$ cat src/rtl/axbsm_pkg.sv
// Shared constants, codes and types of the AXI4 burst slave with transmit register.
package axbsm_pkg;

  // Architectural queue depth of write request, write data and read request queues
  localparam int QUEUE_DEPTH = 4;
  localparam int QPW = (QUEUE_DEPTH > 1) ? $clog2(QUEUE_DEPTH) : 1;
  localparam int QCW = $clog2(QUEUE_DEPTH + 1);

  // Word store; the byte offset wraps on the store size, so keep this a power of two
  localparam int STORE_WORDS = 1024;
  localparam int STORE_AW    = $clog2(STORE_WORDS);
  localparam int STORE_BW    = STORE_AW + 2;

  // Decoupling queue between front and back
  localparam int ITEM_DEPTH = 2;
  localparam int ITEM_PW    = (ITEM_DEPTH > 1) ? $clog2(ITEM_DEPTH) : 1;
  localparam int ITEM_CW    = $clog2(ITEM_DEPTH + 1);

  // Result bundle queue ahead of the result port
  localparam int BUNDLE_DEPTH = 4;
  localparam int BUN_PW       = (BUNDLE_DEPTH > 1) ? $clog2(BUNDLE_DEPTH) : 1;
  localparam int BUN_CW       = $clog2(BUNDLE_DEPTH + 1);

  // Request codes
  localparam logic [1:0] REQ_WADDR = 2'd0;
  localparam logic [1:0] REQ_WDATA = 2'd1;
  localparam logic [1:0] REQ_RADDR = 2'd2;
  localparam logic [1:0] REQ_TICK  = 2'd3;

  // Result codes
  localparam logic [1:0] OUT_WRESP  = 2'd0;
  localparam logic [1:0] OUT_RDATA  = 2'd1;
  localparam logic [1:0] OUT_TXBYTE = 2'd2;

  // Burst kinds
  localparam logic [1:0] BURST_FIXED = 2'd0;
  localparam logic [1:0] BURST_INCR  = 2'd1;
  localparam logic [1:0] BURST_WRAP  = 2'd2;

  // Configuration register indexes
  localparam int         CFG_IDX_W        = 2;
  localparam logic [1:0] CFG_WINDOW_BASE  = 2'd0;
  localparam logic [1:0] CFG_WINDOW_BYTES = 2'd1;
  localparam logic [1:0] CFG_TX_OFFSET    = 2'd2;

  localparam logic [12:0] WINDOW_BYTES_RST = 13'd4096;

  typedef struct packed {
    logic [31:0] window_base;
    logic [12:0] window_bytes;
    logic [11:0] tx_offset;
  } cfg_t;

  typedef struct packed {
    logic [1:0]  req_type;
    logic [3:0]  txn_id;
    logic [31:0] start_addr;
    logic [7:0]  burst_len;
    logic [1:0]  beat_size;
    logic [1:0]  burst_kind;
    logic [31:0] write_word;
    logic [3:0]  byte_strobe;
    logic        write_last;
  } item_t;

  typedef struct packed {
    logic [3:0]  id;
    logic [31:0] addr;
    logic [7:0]  len;
    logic [1:0]  size;
    logic [1:0]  kind;
    logic [8:0]  beats;
  } burst_t;

  typedef struct packed {
    logic [31:0] word;
    logic [3:0]  strobe;
    logic        last;
  } beat_t;

  // Results of one tick, minus the read word
  typedef struct packed {
    logic       tx_v;
    logic       wr_v;
    logic [3:0] w_id;
    logic [7:0] tx_byte;
    logic       wr_err;
    logic       rd_v;
    logic [3:0] rd_id;
    logic       rd_err;
    logic       rd_last;
  } meta_t;

  typedef struct packed {
    meta_t       meta;
    logic [31:0] rd_data;
  } bundle_t;

  // Store access of one tick: window-relative byte offsets
  typedef struct packed {
    logic                we;
    logic [STORE_BW-1:0] w_off;
    logic [31:0]         w_data;
    logic [3:0]          w_strb;
    logic [STORE_BW-1:0] r_off;
  } mem_req_t;

endpackage

$ cat src/rtl/axbsm_chan_if.sv
// Channel interfaces: request input, result output and configuration write.
interface axbsm_in_if;
  logic        valid;
  logic        ready;
  logic [1:0]  req_type;
  logic [3:0]  txn_id;
  logic [31:0] start_addr;
  logic [7:0]  burst_len;
  logic [1:0]  beat_size;
  logic [1:0]  burst_kind;
  logic [31:0] write_word;
  logic [3:0]  byte_strobe;
  logic        write_last;

  modport source (
    output valid, req_type, txn_id, start_addr, burst_len, beat_size, burst_kind,
    output write_word, byte_strobe, write_last,
    input  ready
  );
  modport sink (
    input  valid, req_type, txn_id, start_addr, burst_len, beat_size, burst_kind,
    input  write_word, byte_strobe, write_last,
    output ready
  );
endinterface


$ cat src/rtl/axbsm_front.sv
// Front end: accepts request transactions, sorts out their payload and queues them.
module axbsm_front import axbsm_pkg::*; (
  input  logic     clk,
  input  logic     rst_n,
  axbsm_in_if.sink in_if,
  output logic     item_v,
  output item_t    item,
  input  logic     item_pop
);

  item_t               fifo_r [ITEM_DEPTH];
  logic [ITEM_PW-1:0]  head_r, tail_r;
  logic [ITEM_CW-1:0]  count_r;
  item_t               cls_item;
  logic                push, pop;

  // Keep only the fields that the request kind carries
  always_comb begin
    cls_item          = '0;
    cls_item.req_type = in_if.req_type;
    unique case (in_if.req_type) inside
      REQ_WADDR, REQ_RADDR: begin
        cls_item.txn_id     = in_if.txn_id;
        cls_item.start_addr = in_if.start_addr;
        cls_item.burst_len  = in_if.burst_len;
        cls_item.beat_size  = in_if.beat_size;
        cls_item.burst_kind = in_if.burst_kind;
      end
      REQ_WDATA: begin
        cls_item.write_word  = in_if.write_word;
        cls_item.byte_strobe = in_if.byte_strobe;
        cls_item.write_last  = in_if.write_last;
      end
      default: ;
    endcase
  end

  assign in_if.ready = (count_r != ITEM_CW'(ITEM_DEPTH));
  assign push        = in_if.valid && in_if.ready;
  assign pop         = item_pop && (count_r != '0);
  assign item_v      = (count_r != '0);
  assign item        = fifo_r[head_r];

  // Queue pointers
  always_ff @(posedge clk) begin
    if (!rst_n) begin
      head_r  <= '0;
      tail_r  <= '0;
      count_r <= '0;
    end else begin
      if (push) tail_r <= (tail_r == ITEM_PW'(ITEM_DEPTH - 1)) ? '0 : tail_r + 1'b1;
      if (pop)  head_r <= (head_r == ITEM_PW'(ITEM_DEPTH - 1)) ? '0 : head_r + 1'b1;
      case ({push, pop})
        2'b10:   count_r <= count_r + 1'b1;
        2'b01:   count_r <= count_r - 1'b1;
        default: ;
      endcase
    end
  end

  // Queue storage
  always_ff @(posedge clk) begin
    if (push) fifo_r[tail_r] <= cls_item;
  end

endmodule

$ cat src/flat_wrapper.sv
// flat-port wrapper written by rule: the top's interface ports become plain ports
module axbsm_front_flat import axbsm_pkg::*;
  (clk, rst_n, item_v, item, item_pop, in_if_valid, in_if_req_type, in_if_txn_id, in_if_start_addr, in_if_burst_len, in_if_beat_size, in_if_burst_kind, in_if_write_word, in_if_byte_strobe, in_if_write_last, in_if_ready);
  axbsm_in_if in_if_i ();
  input  logic clk;
  input  logic rst_n;
  output logic item_v;
  output item_t item;
  input  logic item_pop;
  input wire logic [$bits(in_if_i.valid)-1:0] in_if_valid;
  input wire logic [$bits(in_if_i.req_type)-1:0] in_if_req_type;
  input wire logic [$bits(in_if_i.txn_id)-1:0] in_if_txn_id;
  input wire logic [$bits(in_if_i.start_addr)-1:0] in_if_start_addr;
  input wire logic [$bits(in_if_i.burst_len)-1:0] in_if_burst_len;
  input wire logic [$bits(in_if_i.beat_size)-1:0] in_if_beat_size;
  input wire logic [$bits(in_if_i.burst_kind)-1:0] in_if_burst_kind;
  input wire logic [$bits(in_if_i.write_word)-1:0] in_if_write_word;
  input wire logic [$bits(in_if_i.byte_strobe)-1:0] in_if_byte_strobe;
  input wire logic [$bits(in_if_i.write_last)-1:0] in_if_write_last;
  output wire logic [$bits(in_if_i.ready)-1:0] in_if_ready;
  assign in_if_i.valid = in_if_valid;
  assign in_if_i.req_type = in_if_req_type;
  assign in_if_i.txn_id = in_if_txn_id;
  assign in_if_i.start_addr = in_if_start_addr;
  assign in_if_i.burst_len = in_if_burst_len;
  assign in_if_i.beat_size = in_if_beat_size;
  assign in_if_i.burst_kind = in_if_burst_kind;
  assign in_if_i.write_word = in_if_write_word;
  assign in_if_i.byte_strobe = in_if_byte_strobe;
  assign in_if_i.write_last = in_if_write_last;
  assign in_if_ready = in_if_i.ready;
  axbsm_front u_core (.clk(clk), .rst_n(rst_n), .in_if(in_if_i), .item_v(item_v), .item(item), .item_pop(item_pop));
endmodule
$ cat config.mk
export PLATFORM = sky130hd
export DESIGN_NAME = axbsm_front_flat
export DESIGN_NICKNAME = d
export VERILOG_FILES = /design/src/rtl/axbsm_pkg.sv /design/src/rtl/axbsm_chan_if.sv /design/src/rtl/axbsm_front.sv /design/src/flat_wrapper.sv
export SDC_FILE = /design/constraint.sdc
export NUM_CORES = 1
export LEC_CHECK = 0
export ABC_CLOCK_PERIOD_IN_PS = 6600
export CORE_AREA = 10 10 166 91
export CTS_BUF_LIST = sky130_fd_sc_hd__clkbuf_4 sky130_fd_sc_hd__clkbuf_8 sky130_fd_sc_hd__clkbuf_16
export DETAILED_ROUTE_END_ITERATION = 8
export DIE_AREA = 0 0 176 101
export DONT_BUFFER_PORTS = 1
export PLACE_DENSITY = 0.73
export SYNTH_ARGS = -nofsm -noshare
export SYNTH_HDL_FRONTEND = slang
export SYNTH_SLANG_ARGS = --single-unit
$ cat constraint.sdc
create_clock -name clk -period 6.6 [get_ports clk]
set_clock_uncertainty 0.2 [all_clocks]
set_input_delay 1.32 -clock clk [delete_from_list [all_inputs] [get_ports clk]]
set_output_delay 1.32 -clock clk [all_outputs]
set_load 0.1 [all_outputs]
==> impl_metrics.csv <==
group,metric,value,unit
synth,netlist_top_cells_area,"edfxtp_1 73%, mux2_2 14%, and2_1 3.3%",
clock_tree,cts_sinks,179,
setup_path,cp_num_cells,1,
clock_tree,insertion_delay_to_the_later_sink_of_the_worst_skew_pair,0.41,ns
synth,post_synth.cell_area_avg,18.2,um2
routing,detailedRoute.firstPassIterationCount,4,
routing,route.final.wire_length,13900,um
synth,synth_largest_area_cell,"edfxtp_1",
setup_path,timing.critical_path.arrival,2.29,ns
finish,final_layout_size_suffix_gt1_share,31.5,%
synth,netlist_instances,390,
routing,drc,0,
grt,first_global_vias,3472,
grt,grtUsageTotal,15.7,%
grt,grt_max_degree,88,
finish,fin_nets,485,
timing,rsz0062_at_grt,"no",
clock_tree,cts_hold_repair.buffers,0,
clock_tree,tritoncts_clock_tree,"built",
setup_path,worst_path_dominant_cell_family,"flip-flops",
outcome,outcome,"finished clean",
grt,grt_antenna_before_repair,6,
floorplan,fp.dieH,101,um
floorplan,die_width,176,um
synth,synth_seq_area_share,74.8,%
grt,grt_first_pass_wirelength,21000,um
floorplan,initial_core_utilization,58.0,%
setup_path,regToRegEndpoint,"u_core.fifo_r[0][30]$_DFFE_PP_",
synth,postSynth.asyncResetShare,0,%
timing,maxClockFrequency,0.262,GHz
finish,final_cells,580,
setup_path,reg2regPathDepth,4,
place,post-dp-hpwl,9260,um
timing,timing.final.hold_violations,0,
clock_tree,cts-root-buf,"clkbuf_16",
place,place.gp.congestion,0.727,
setup_path,rr_startpoint,"u_core.count_r[0]$_SDFFE_PN0P_",
setup_path,crit_path_cell_trace,"mux2_2",
finish,sequential_cell_area,5330,um2
routing,antenna_violating_nets_post_route,0,
clock_tree,clock_tree.htree_level_count,4,
synth,synth.ff_latch_count,179,
timing,totalNegativeSetupSlack,0,ns
setup_path,setup.worst_path.start_class,"flip-flop",
timing,worst_slew_pin_slew,1.17,ns
setup_path,cp_data_required_time,5.08,ns
synth,synth.distinct_cells,23,
synth,synthesis.yosys.warnings,0,
finish,multiInputGateArea,1680,um2
place,dp.cells,544,
setup_path,worst-path-max-fanout,87,
setup_path,critical_path_buf_inv_count,0,
setup_path,timing.critical_path.slowest_stage_cell,"dfxtp_4",
finish,mostFrequentLayoutCells,"174 x edfxtp_1, 87 x mux2_2, 38 x and2_1",
floorplan,core_region_area,12300,um2
routing,avgViaCountPerCell,5.59,
timing,minimum_clock_period,3.81,ns
clock_tree,tritoncts.num_buffers,17,
routing,wire_per_inst,24.0,um
synth,synth.net_count,482,
timing,final.period_utilization,57.7,%
finish,final_common_cell,"edfxtp_1",
timing,worst_slew_margin_rel,22.2,%
finish,nFillCells,852,
synth,post-synth-top-area-fraction,73.4,%
setup_path,crit_type,"flip-flop to output pin",
setup_path,r2r_setup_slack,3.21,ns
setup_path,critPathCapture,"item[7]",
finish,syn2layout_area_growth,10.1,%
synth,syn_area,7120,um2
floorplan,design.die.area,17800,um2
min_path,hold_path_depth,2,
routing,vias,3245,
clock_tree,cts.clk_slew.worst_paths,0.07,ns
grt,grt.overflow.total,0,
timing,setup_viol_count_final,0,
synth,ys_dominant_reg_cell,"edfxtp_1",
clock_tree,post-cts-setup-buffer-count,0,
clock_tree,cts.repair.resized,0,
floorplan,placement_rows,29,
place,port_buffers,0,
job,drv.max_cap_violation_count,0,
timing,finalMaxSlewViolations,0,
floorplan,design.portCount,180,
setup_path,critical_path.max_stage_delay,1.11,ns
clock_tree,clockBufferDepth,2,
min_path,worst_hold_path_type,"flip-flop to flip-flop",
routing,drt-initial-drc-count,193,
synth,synth_edf_count,174,
setup_path,endpoint_kind,"output pin",
[sequential cells by signal, indices dropped and copies added (netlist names), named ones only]
name            flops
u_core.count_r      2
u_core.fifo_r     174
u_core.head_r       1
u_core.tail_r       1
[synth_stat cells, types with 3 or more instances]
| cell type | n |
|---|---|
| xnor2_1 | 3 |
| buf_6 | 4 |
| and2_1 | 38 |
| nor2b_1 | 29 |
| mux2_2 | 87 |
| and2b_1 | 22 |
| buf_2 | 7 |
| dfxtp_1 | 5 |
| clkbuf_1 | 8 |
| edfxtp_1 | 174 |
[how the worst min path moves through the flow]
stage | startpoint | endpoint | slack [ns]
floorplan | u_core.count_r[1]$_SDFFE_PN0P_ | u_core.count_r[1]$_SDFFE_PN0P_ | 0.28
global placement | u_core.count_r[1]$_SDFFE_PN0P_ | u_core.count_r[1]$_SDFFE_PN0P_ | 0.30
detailed placement | u_core.count_r[1]$_SDFFE_PN0P_ | u_core.count_r[1]$_SDFFE_PN0P_ | 0.32
CTS | u_core.count_r[1]$_SDFFE_PN0P_ | u_core.count_r[1]$_SDFFE_PN0P_ | 0.33
global route | u_core.count_r[1]$_SDFFE_PN0P_ | u_core.count_r[1]$_SDFFE_PN0P_ | 0.34
finish | u_core.count_r[1]$_SDFFE_PN0P_ | u_core.count_r[1]$_SDFFE_PN0P_ | 0.34
[area by class of cell]
cell class / count / share of cell area (%)
repair buffers: 3 / 0.288
diodes: 4 / 0.128
inverters: 1 / 0.0639
well taps: 170 / 2.72
flip-flops and latches: 179 / 68.0
clock inverters: 12 / 1.55
clock buffers: 20 / 5.72
multi-input cells: 191 / 21.5
[per-layer routing]
layer / track usage, % / wire [um] / up-vias
li1: - / - / 1469
met1: 18.5 / 5660 / 1620
met2: 23.4 / 6420 / 142
met3: 9.05 / 1700 / 10
met4: 6.15 / 99 / 4
met5: 0 / 19 / -
[through the flow]
stage | utilization [%] | worst slack, ns | cell area [um2] | hold WS (ns)
final | 63.9 | 2.79 | 7830 | 0.337
after global routing | 63.8 | 2.66 | 7830 | 0.343
after CTS | 63.8 | 2.72 | 7820 | 0.333
after detailed placement | 59.1 | 3.17 | 7250 | 0.323
after global placement | 59.1 | 3.22 | 7250 | 0.298
after floorplan | - | 2.49 | 7120 | 0.279
[cells by family after synthesis]
| kind of cell | Yosys count | share of synthesized area (%) |
|---|---|---|
| AO/OA/AOI/OAI | 5 | 0.528 |
| AND/OR/NAND/NOR | 95 | 8.72 |
| buffers and inverters | 20 | 1.60 |
| XOR/XNOR | 3 | 0.369 |
| flip-flops | 179 | 74.8 |
| adder cells (fa/ha/maj) | 1 | 0.176 |
| multiplexers | 87 | 13.8 |
Power is left out: the tool's default activity adds up to more than one toggle a clock period on the data nets, which glitch-free logic cannot reach.
