==> config.mk <==
export PLATFORM = sky130hd
export DESIGN_NAME = axbsm_outq_flat
export DESIGN_NICKNAME = d
export VERILOG_FILES = /design/src/rtl/axbsm_pkg.sv /design/src/rtl/axbsm_chan_if.sv /design/src/rtl/axbsm_outq.sv /design/src/flat_wrapper.sv
export SDC_FILE = /design/constraint.sdc
export NUM_CORES = 1
export LEC_CHECK = 0
export ABC_CLOCK_PERIOD_IN_PS = 2800
export BUFFER_PORTS_ARGS = -buffer_cell sky130_fd_sc_hd__buf_2
export CAP_MARGIN = 20
export CORE_MARGIN = 10
export CORE_UTILIZATION = 30
export DETAILED_ROUTE_END_ITERATION = 16
export GPL_TIMING_DRIVEN = 0
export PLACE_DENSITY_LB_ADDON = 0.1
export SLEW_MARGIN = 20
export SYNTH_ARGS = -nofsm -noshare
export SYNTH_HDL_FRONTEND = slang
export SYNTH_SLANG_ARGS = --single-unit
==> constraint.sdc <==
create_clock -name clk -period 2.8 [get_ports clk]
set_clock_uncertainty 0.15 [all_clocks]
set_input_delay 0.14 -clock clk [delete_from_list [all_inputs] [get_ports clk]]
set_output_delay 0.14 -clock clk [all_outputs]
set_load 0.01 [all_outputs]
==> src/rtl/axbsm_pkg.sv <==
// Shared constants, codes and types of the AXI4 burst slave with transmit register.
package axbsm_pkg;

  // Architectural queue depth of write request, write data and read request queues
  localparam int QUEUE_DEPTH = 4;
  localparam int QPW = (QUEUE_DEPTH > 1) ? $clog2(QUEUE_DEPTH) : 1;
  localparam int QCW = $clog2(QUEUE_DEPTH + 1);

  // Word store; the byte offset wraps on the store size, so keep this a power of two
  localparam int STORE_WORDS = 1024;
  localparam int STORE_AW    = $clog2(STORE_WORDS);
  localparam int STORE_BW    = STORE_AW + 2;

  // Decoupling queue between front and back
  localparam int ITEM_DEPTH = 2;
  localparam int ITEM_PW    = (ITEM_DEPTH > 1) ? $clog2(ITEM_DEPTH) : 1;
  localparam int ITEM_CW    = $clog2(ITEM_DEPTH + 1);

  // Result bundle queue ahead of the result port
  localparam int BUNDLE_DEPTH = 4;
  localparam int BUN_PW       = (BUNDLE_DEPTH > 1) ? $clog2(BUNDLE_DEPTH) : 1;
  localparam int BUN_CW       = $clog2(BUNDLE_DEPTH + 1);

  // Request codes
  localparam logic [1:0] REQ_WADDR = 2'd0;
  localparam logic [1:0] REQ_WDATA = 2'd1;
  localparam logic [1:0] REQ_RADDR = 2'd2;
  localparam logic [1:0] REQ_TICK  = 2'd3;

  // Result codes
  localparam logic [1:0] OUT_WRESP  = 2'd0;
  localparam logic [1:0] OUT_RDATA  = 2'd1;
  localparam logic [1:0] OUT_TXBYTE = 2'd2;

  // Burst kinds
  localparam logic [1:0] BURST_FIXED = 2'd0;
  localparam logic [1:0] BURST_INCR  = 2'd1;
  localparam logic [1:0] BURST_WRAP  = 2'd2;

  // Configuration register indexes
  localparam int         CFG_IDX_W        = 2;
  localparam logic [1:0] CFG_WINDOW_BASE  = 2'd0;
  localparam logic [1:0] CFG_WINDOW_BYTES = 2'd1;
  localparam logic [1:0] CFG_TX_OFFSET    = 2'd2;

  localparam logic [12:0] WINDOW_BYTES_RST = 13'd4096;

  typedef struct packed {
    logic [31:0] window_base;
    logic [12:0] window_bytes;
    logic [11:0] tx_offset;
  } cfg_t;

  typedef struct packed {
    logic [1:0]  req_type;
    logic [3:0]  txn_id;
    logic [31:0] start_addr;
    logic [7:0]  burst_len;
    logic [1:0]  beat_size;
    logic [1:0]  burst_kind;
    logic [31:0] write_word;
    logic [3:0]  byte_strobe;
    logic        write_last;
  } item_t;

  typedef struct packed {
    logic [3:0]  id;
    logic [31:0] addr;
    logic [7:0]  len;
    logic [1:0]  size;
    logic [1:0]  kind;
    logic [8:0]  beats;
  } burst_t;

  typedef struct packed {
    logic [31:0] word;
    logic [3:0]  strobe;
    logic        last;
  } beat_t;

  // Results of one tick, minus the read word
  typedef struct packed {
    logic       tx_v;
    logic       wr_v;
    logic [3:0] w_id;
    logic [7:0] tx_byte;
    logic       wr_err;
    logic       rd_v;
    logic [3:0] rd_id;
    logic       rd_err;
    logic       rd_last;
  } meta_t;

  typedef struct packed {
    meta_t       meta;
    logic [31:0] rd_data;
  } bundle_t;

  // Store access of one tick: window-relative byte offsets
  typedef struct packed {
    logic                we;
    logic [STORE_BW-1:0] w_off;
    logic [31:0]         w_data;
    logic [3:0]          w_strb;
    logic [STORE_BW-1:0] r_off;
  } mem_req_t;

endpackage

==> src/rtl/axbsm_chan_if.sv <==


interface axbsm_out_if;
  logic        valid;
  logic        ready;
  logic [1:0]  out_kind;
  logic [3:0]  out_id;
  logic [31:0] out_data;
  logic        out_error;
  logic        burst_last;
  logic        run_last;

  modport source (
    output valid, out_kind, out_id, out_data, out_error, burst_last, run_last,
    input  ready
  );
  modport sink (
    input  valid, out_kind, out_id, out_data, out_error, burst_last, run_last,
    output ready
  );
endinterface


==> src/rtl/axbsm_outq.sv <==
// Result bundle queue and serializer onto the result channel.
module axbsm_outq import axbsm_pkg::*; (
  input  logic          clk,
  input  logic          rst_n,
  input  logic          bun_v,
  input  bundle_t       bun,
  output logic          bun_done,
  axbsm_out_if.source   out_if
);

  localparam int SEL_TX = 0;
  localparam int SEL_WR = 1;
  localparam int SEL_RD = 2;

  bundle_t            fifo_r [BUNDLE_DEPTH];
  logic [BUN_PW-1:0]  head_r, tail_r;
  logic [BUN_CW-1:0]  count_r;
  logic [2:0]         sent_r;
  bundle_t            hd;
  logic [2:0]         pend, sel;
  logic               xfer, last;

  assign hd = fifo_r[head_r];

  // Pick the first pending result of the head bundle in the order tx byte, response, read beat
  always_comb begin
    pend = {hd.meta.rd_v, hd.meta.wr_v, hd.meta.tx_v} & ~sent_r;
    sel  = '0;
    if (pend[SEL_TX])      sel[SEL_TX] = 1'b1;
    else if (pend[SEL_WR]) sel[SEL_WR] = 1'b1;
    else                   sel[SEL_RD] = 1'b1;
    last = ((pend & ~sel) == '0);

    out_if.out_id     = hd.meta.w_id;
    out_if.out_data   = 32'd0;
    out_if.out_error  = 1'b0;
    out_if.burst_last = 1'b0;
    if (sel[SEL_TX]) begin
      out_if.out_kind = OUT_TXBYTE;
      out_if.out_data = {24'd0, hd.meta.tx_byte};
    end else if (sel[SEL_WR]) begin
      out_if.out_kind  = OUT_WRESP;
      out_if.out_error = hd.meta.wr_err;
    end else begin
      out_if.out_kind   = OUT_RDATA;
      out_if.out_id     = hd.meta.rd_id;
      out_if.out_data   = hd.rd_data;
      out_if.out_error  = hd.meta.rd_err;
      out_if.burst_last = hd.meta.rd_last;
    end
    out_if.run_last = last;
  end

  assign out_if.valid = (count_r != '0);
  assign xfer         = out_if.valid && out_if.ready;
  assign bun_done     = xfer && last;

  // Pointers and per-bundle progress
  always_ff @(posedge clk) begin
    if (!rst_n) begin
      head_r  <= '0;
      tail_r  <= '0;
      count_r <= '0;
      sent_r  <= '0;
    end else begin
      if (bun_v) tail_r <= (tail_r == BUN_PW'(BUNDLE_DEPTH - 1)) ? '0 : tail_r + 1'b1;
      if (bun_done) begin
        head_r <= (head_r == BUN_PW'(BUNDLE_DEPTH - 1)) ? '0 : head_r + 1'b1;
        sent_r <= '0;
      end else if (xfer) begin
        sent_r <= sent_r | sel;
      end
      case ({bun_v, bun_done})
        2'b10:   count_r <= count_r + 1'b1;
        2'b01:   count_r <= count_r - 1'b1;
        default: ;
      endcase
    end
  end

  always_ff @(posedge clk) begin
    if (bun_v) fifo_r[tail_r] <= bun;
  end

endmodule
==> src/flat_wrapper.sv <==
// flat-port wrapper written by rule: the top's interface ports become plain ports
module axbsm_outq_flat import axbsm_pkg::*;
  (clk, rst_n, bun_v, bun, bun_done, out_if_valid, out_if_out_kind, out_if_out_id, out_if_out_data, out_if_out_error, out_if_burst_last, out_if_run_last, out_if_ready);
  axbsm_out_if out_if_i ();
  input  logic clk;
  input  logic rst_n;
  input  logic bun_v;
  input  bundle_t bun;
  output logic bun_done;
  output wire logic [$bits(out_if_i.valid)-1:0] out_if_valid;
  output wire logic [$bits(out_if_i.out_kind)-1:0] out_if_out_kind;
  output wire logic [$bits(out_if_i.out_id)-1:0] out_if_out_id;
  output wire logic [$bits(out_if_i.out_data)-1:0] out_if_out_data;
  output wire logic [$bits(out_if_i.out_error)-1:0] out_if_out_error;
  output wire logic [$bits(out_if_i.burst_last)-1:0] out_if_burst_last;
  output wire logic [$bits(out_if_i.run_last)-1:0] out_if_run_last;
  input wire logic [$bits(out_if_i.ready)-1:0] out_if_ready;
  assign out_if_valid = out_if_i.valid;
  assign out_if_out_kind = out_if_i.out_kind;
  assign out_if_out_id = out_if_i.out_id;
  assign out_if_out_data = out_if_i.out_data;
  assign out_if_out_error = out_if_i.out_error;
  assign out_if_burst_last = out_if_i.burst_last;
  assign out_if_run_last = out_if_i.run_last;
  assign out_if_i.ready = out_if_ready;
  axbsm_outq u_core (.clk(clk), .rst_n(rst_n), .bun_v(bun_v), .bun(bun), .bun_done(bun_done), .out_if(out_if_i));
endmodule
==> results of run 1 <==
through the flow:
step	power (mW)	instances	hold WS (ps)
6_report	10.59	1044	213.3
5_1_grt	11.17	1043	202.7
4_1_cts	10.74	1041	182.0
3_5_place_dp	6.877	929	207.5
3_3_place_gp	6.844	925	199.6
2_1_floorplan	5.852	441	88.87
cells by family after synthesis:
family          count (synthesis)  synth area share [%]
compound gates                 50                 4.507
xor+xnor                        2                0.1972
simple gates                   67                 4.324
buf+inv                        32                 1.972
fa+ha+maj                       8                 1.183
flops                         228                 75.72
mux                            54                 12.10
worst paths after layout:
kind,slack [ps],endpoint,start
max,-2,out_if_out_id[1],register
min,210,u_core.fifo_r[2][12],bun[12]
max reg2reg,70,u_core.count_r[2],register
min reg2reg,290,u_core.sent_r[2],u_core.sent_r[2]
cells in the final DEF (no fill, tap or decap), drive strengths merged, types with 2 or more instances in the layout:
| cell | Yosys | final |
|---|---|---|
| and2 | 31 | 31 |
| dfxtp | 12 | 12 |
| clkinv | 0 | 7 |
| clkinvlp | 0 | 4 |
| nor2 | 6 | 6 |
| o31ai | 2 | 2 |
| a21oi | 9 | 9 |
| nand2 | 9 | 9 |
| o22ai | 10 | 10 |
| mux2i | 8 | 8 |
| or3 | 3 | 3 |
| buf | 15 | 132 |
| mux2 | 5 | 5 |
| a22o | 8 | 8 |
| edfxtp | 216 | 216 |
| mux4 | 41 | 41 |
| dlygate4sd3 | 0 | 57 |
| o221ai | 8 | 8 |
| o21ai | 3 | 3 |
| or2 | 5 | 5 |
| ha | 6 | 6 |
| nand2b | 8 | 8 |
| inv | 9 | 10 |
| clkbuf | 8 | 37 |
| a21boi | 2 | 2 |
| bufinv | 0 | 3 |
power by group through the flow:
| stage | combinational, mW | sequential, mW | clock [mW] |
|---|---|---|---|
| 2_1_floorplan | 1.82 | 4.03 | 0 |
| 4_1_cts | 3.29 | 4.00 | 3.45 |
| 5_1_grt | 3.56 | 4.02 | 3.60 |
| 3_5_place_dp | 2.83 | 4.05 | 0 |
| 3_3_place_gp | 2.79 | 4.05 | 0 |
| 6_report | 3.26 | 4.00 | 3.33 |
area by class of cell:
class	instances	area share [%]
tap	384	4.103
clock buffer	30	5.865
sequential	228	57.46
timing repair buffer	175	11.43
buffer	21	1.624
clock inverter	15	1.368
inverter	9	0.3312
antenna	1	0.02137
multi-input combinational	181	17.80
layer usage:
layer	track usage, %	up-vias	part of all wire, %	routed length, µm
met1	13.76	2457	43	8959
met5	0	-	0	0
met4	3.160	0	2.3	483
met2	19.80	94	50	10540
met3	2.376	41	4.6	969
li1	-	2195	-	-
state kept, by name, summed over array words and instances, names as in the netlist, named ones only:
name,cells
u_core.fifo_r,216
u_core.sent_r,3
u_core.count_r,3
u_core.tail_r,2
u_core.head_r,2
critical path: stages, from the launching register on:
cell	delay [ps]
dfxtp_2	330
buf_8	140
mux2i_4	240
o22a_2	170
inv_2	50
or2_1	220
buf_6	150
buf_12	130
mux2_4	300
a21oi_4	140
buf_6	120
synthesized netlist by cell type, types with 6 or more instances:
cell type and instances:
a22o_1 8, and2_1 31, buf_2 9, clkbuf_1 8
dfxtp_1 12, edfxtp_1 216, ha_1 6, inv_1 7
mux2i_1 8, mux4_2 41, nand2_1 9, nand2b_1 8
nor2_1 6, o22ai_1 10
timing repair:
item                                   CTS  global route
resized for setup                       34            14
setup endpoints to repair               40            33
gates cloned                             1             0
endpoints found under the hold margin  223             0
hold buffers                            57             0
setup buffers                           11             2
pin swaps                                6             1
==> metrics, run 1 <==
crit path max fanout=8; clk buf depth=3; Vias=4,787; Worst EP arrival=around 2500 ps; synthesized area=between 0.008 and 0.009 mm²; EDFF count, synth=216; layout net count=708; design area=about 0.012 mm²; TritonCTS clock tree=yes; routed len/inst=20.07 µm; Final Core Density=40.47%; multi-input logic area=0.002085 mm²; setup TNS=-1.609 ps; starting density of the core=30.70%; die area=about 0.037 mm²; Flop pwr share=37.8%; Die W=192.1 µm; critical setup path kind=reg2out; Power Density=904.5 mW/mm²; Sink Count=around 230; DR pass1 iterations=4; Core Region=0.02894 mm²; clock edge transition at the registers on the reported setup and hold paths=60 ps; Die Y=192.1 µm; first-pass GRT wire length=31,640 µm; PortBufs=100; Final Max Slew Viols=0; # Max-Cap Violations=0; net load switching power=2.984 mW; Mean Syn Cell Area=~20 µm²; DR vias/cell=4.585; area leader, netlist=edfxtp_1; Detail Placement HPWL=12,910 µm; Worst-Margin Slew=757.6 ps; Net Sw Frac=28.16%; Layout area overhead=31.83%; Peak VDD IR=between 0.3 and 0.4 mV; pre-CTS setup slack=-166.7 ps; Synth area leaders=edfxtp_1 73%, mux4_2 10%, dfxtp_1 2.7%, and2_1 2.2%, mux2i_1 0.90%; initial antenna violation count=1; clock group share of total power=31.5%; post-synth top area share=73.01%; Leak=4.051 nW; Total Routed Length=20,960 µm; Post-DP Area=0.009983 mm²; final setup margin=-1.609 ps; placer congestion estimate=0.6817; Final Cycle Share=100.1%; Min-Delay Path Class=in2reg; Final Hold Fails=0; Int Power=roughly 7.6 mW; Netlist cell types=between 40 and 50; WHS Path Cells=2; GRT Resource Usage Total=~11%; Worst Reg-to-Reg Cells=12; Final setup viols=1; GR Overflow Total=0; 1st-iter DRT viols=158; fillers=2,666; Tmin final=2802 ps; fraction of layout cells with a size suffix above 1=38.54%; htree depth=1; largest net degree at the start of global routing=37; FFs w/ async S/R, synth=0%; Clk Latency, worst-skew pair=520 ps; cells after synthesis=441; fmax=0.3569 GHz; Synth warnings=0; Setup crit start kind=register; Combinational Power Share=30.8%; flip-flop and latch area=0.006729 mm²; Row Count=62; post-synthesis sequential area ratio=75.72%; Final ANT Viol Nets=0; DRC=0; RSZ-0062 raised after global routing=true; status=finished, violations left; Slew HR=49.06%; failing checks=negative setup slack; vias in the first global route=5,385; top_reg_cell synth=edfxtp_1; Setup crit end kind=output pin; CTS Buf Count=27; Mapped Nets=506; num ports=around 100; Yosys reg bits=228; root buffer cell=clkbuf_16; CP Data Required Time=approximately 2500 ps
No activity file was read; power rests on OpenSTA's default activity.
==> inputs of run 2 (changes only) <==
--- a/config.mk
+++ b/config.mk
@@ -12,6 +12,7 @@
 export CORE_UTILIZATION = 30
 export DETAILED_ROUTE_END_ITERATION = 16
 export GPL_TIMING_DRIVEN = 0
+export MAX_ROUTING_LAYER = met4
 export PLACE_DENSITY_LB_ADDON = 0.1
 export SLEW_MARGIN = 20
 export SYNTH_ARGS = -nofsm -noshare
==> run 2 against run 1 <==
Sequential share of layout area barely moved. Die area is the same. Flip-flop and latch count stayed put. Critical endpoint unchanged. Power about the same. Non-clock buffer count unchanged. Final cell count about the same. Final area barely moved. Critical path depth unchanged. The flow still finishes with violations (negative setup slack). Global-route usage grew 0.33 points.
==> metrics, run 2 (synthesis results as in run 1) <==
final setup margin=-2.271 ps; Final setup viols=1; Power Density=904.4 mW/mm²; crit path max-delay cell type=dfxtp_2; Non-Filler Instances=roughly 1,000; DP Cell Count=between 900 and 1,000; failing checks=negative setup slack; layout net count=between 700 and 800; Leak=4.051 nW; max reg flops=~220; Worst-Margin Slew=803.5 ps; clock edge transition at the registers on the reported setup and hold paths=60 ps; routed len/inst=~20 µm; CP max stage delay=approximately 330 ps; first-pass GRT wire length=approximately 32,000 µm; Die Y=192.1 µm; starting density of the core=30.70%; Detail Placement HPWL=12,910 µm; most common cell after layout, fill and taps aside=edfxtp_1; Top Registers=u_core.fifo_r: 216 flops, u_core.count_r: 3 flops, u_core.sent_r: 3 flops; Clk Latency, worst-skew pair=520 ps; Min-Delay Path Class=in2reg; Tmin final=2802 ps; Row Count=62; Total Routed Length=20,920 µm; PortBufs=100; die area=0.03689 mm²; Die W=about 190 µm; placer congestion estimate=0.6886; critical setup path kind=reg2out; # Max-Cap Violations=0; GR Overflow Total=0; Setup crit end kind=output pin; RSZ-0062 raised after global routing=true; 1st-iter DRT viols=138; fraction of layout cells with a size suffix above 1=just under 40%; status=finished, violations left; hold_sp=bun[12]; Core Region=between 0.02 and 0.03 mm²; TritonCTS clock tree=yes; largest net degree at the start of global routing=37; Final Max Slew Viols=0; most used cell, CP=buf_6; Vias=4,754; Peak VDD IR=0.3729 mV; htree depth=1; Final ANT Viol Nets=0; clk buf depth=3; fillers=roughly 2,700; Layout area overhead=31.86%; initial antenna violation count=2; root buffer cell=clkbuf_16; Slew HR=45.98%; vias in the first global route=5,388; CP Cell Sequence=buf_8 > mux2i_4 > o22a_2 > inv_2 > or2_1 > buf_6 > buf_12 > mux2_4 > a21oi_4 > buf_6; DR pass1 iterations=4; Setup crit start kind=register; Worst EP arrival=roughly 2500 ps; crit path max fanout=8; CP Data Required Time=2510 ps; Final Hold Fails=0; DR vias/cell=4.549; register name with the most flops=u_core.fifo_r; hold slack=213.6 ps; num ports=101; fmax=approximately 0.36 GHz; Final Core Density=between 40% and 50%; DRC=0; most frequent cells in the layout=216 x edfxtp_1, 97 x buf_2, 57 x dlygate4sd3_1, 41 x mux4_2, 27 x clkbuf_16; Sink Count=228; Final Cycle Share=100.1%; CTS Buf Count=27; GRT Resource Usage Total=between 10% and 20%; Pwr Total=about 11 mW
run 2: cell types whose count changed in the layout (fill, tap and decap cells not counted), sizes merged:
cell   delta
diode     +1
run 2: worst paths after layout:
kind | slack (ps) | cells after the start | endpoint
setup / recovery | -2 | 10 | out_if_out_id[1]
hold / removal | 210 | 2 | u_core.fifo_r[2][12]
setup reg to reg | 70 | 12 | u_core.count_r[2]
hold reg to reg | 290 | 2 | u_core.sent_r[2]
run 2: layer usage:
layer / vias to the layer above / track usage [%] / share of wire, %
met5: - / - / 0
met4: 0 / 3.160 / 2.3
met3: 40 / 2.176 / 4.3
met2: 95 / 19.80 / 50
met1: 2422 / 13.89 / 43
li1: 2197 / - / -
run 2: report_power, final:
part           switching, mW  internal, mW
Combinational           1.59          1.67
Sequential            0.0854          3.91
Clock                   1.31          2.03
Total                   2.98          7.61
run 2: repair_timing:
| item | CTS | global route |
|---|---|---|
| pin swaps | 6 | 1 |
| setup buffers | 11 | 2 |
| gates resized for setup | 34 | 14 |
| cloned | 1 | 0 |
| hold buffers | 57 | 0 |
| endpoints found under the setup margin | 40 | 33 |
| endpoints found under the hold margin | 223 | 0 |
run 2: cell type report:
| cell class | count | area, µm² | share of cell area (%) |
|---|---|---|---|
| Antenna cell | 2 | 5.005 | 0.04273 |
| Buffer | 21 | 190.2 | 1.624 |
| Clock buffer | 30 | 686.9 | 5.864 |
| Clock inverter | 15 | 160.2 | 1.367 |
| Inverter | 9 | 38.79 | 0.3311 |
| Multi-Input combinational cell | 181 | 2085 | 17.80 |
| Sequential cell | 228 | 6729 | 57.45 |
| Tap cell | 384 | 480.5 | 4.102 |
| Timing Repair Buffer | 175 | 1339 | 11.43 |
run 2: worst max-delay path, delay by kind of cell (launching register included):
kind	cells	cell delay [ps]
buffers and inverters	5	580
multiplexers	2	540
flip-flops	1	330
AO/OA/AOI/OAI	2	310
AND/OR/NAND/NOR	1	220
run 2: through the flow:
stage          setup TNS (ps)  worst slack [ps]  cell area, µm²
2_1_floorplan               0             32.21            8905
3_3_place_gp          -203150            -981.3            9886
3_5_place_dp           -668.1            -166.7            9983
4_1_cts                -172.8            -57.26           11630
5_1_grt                 -1435            -117.6           11710
6_report               -2.271            -2.271           11710
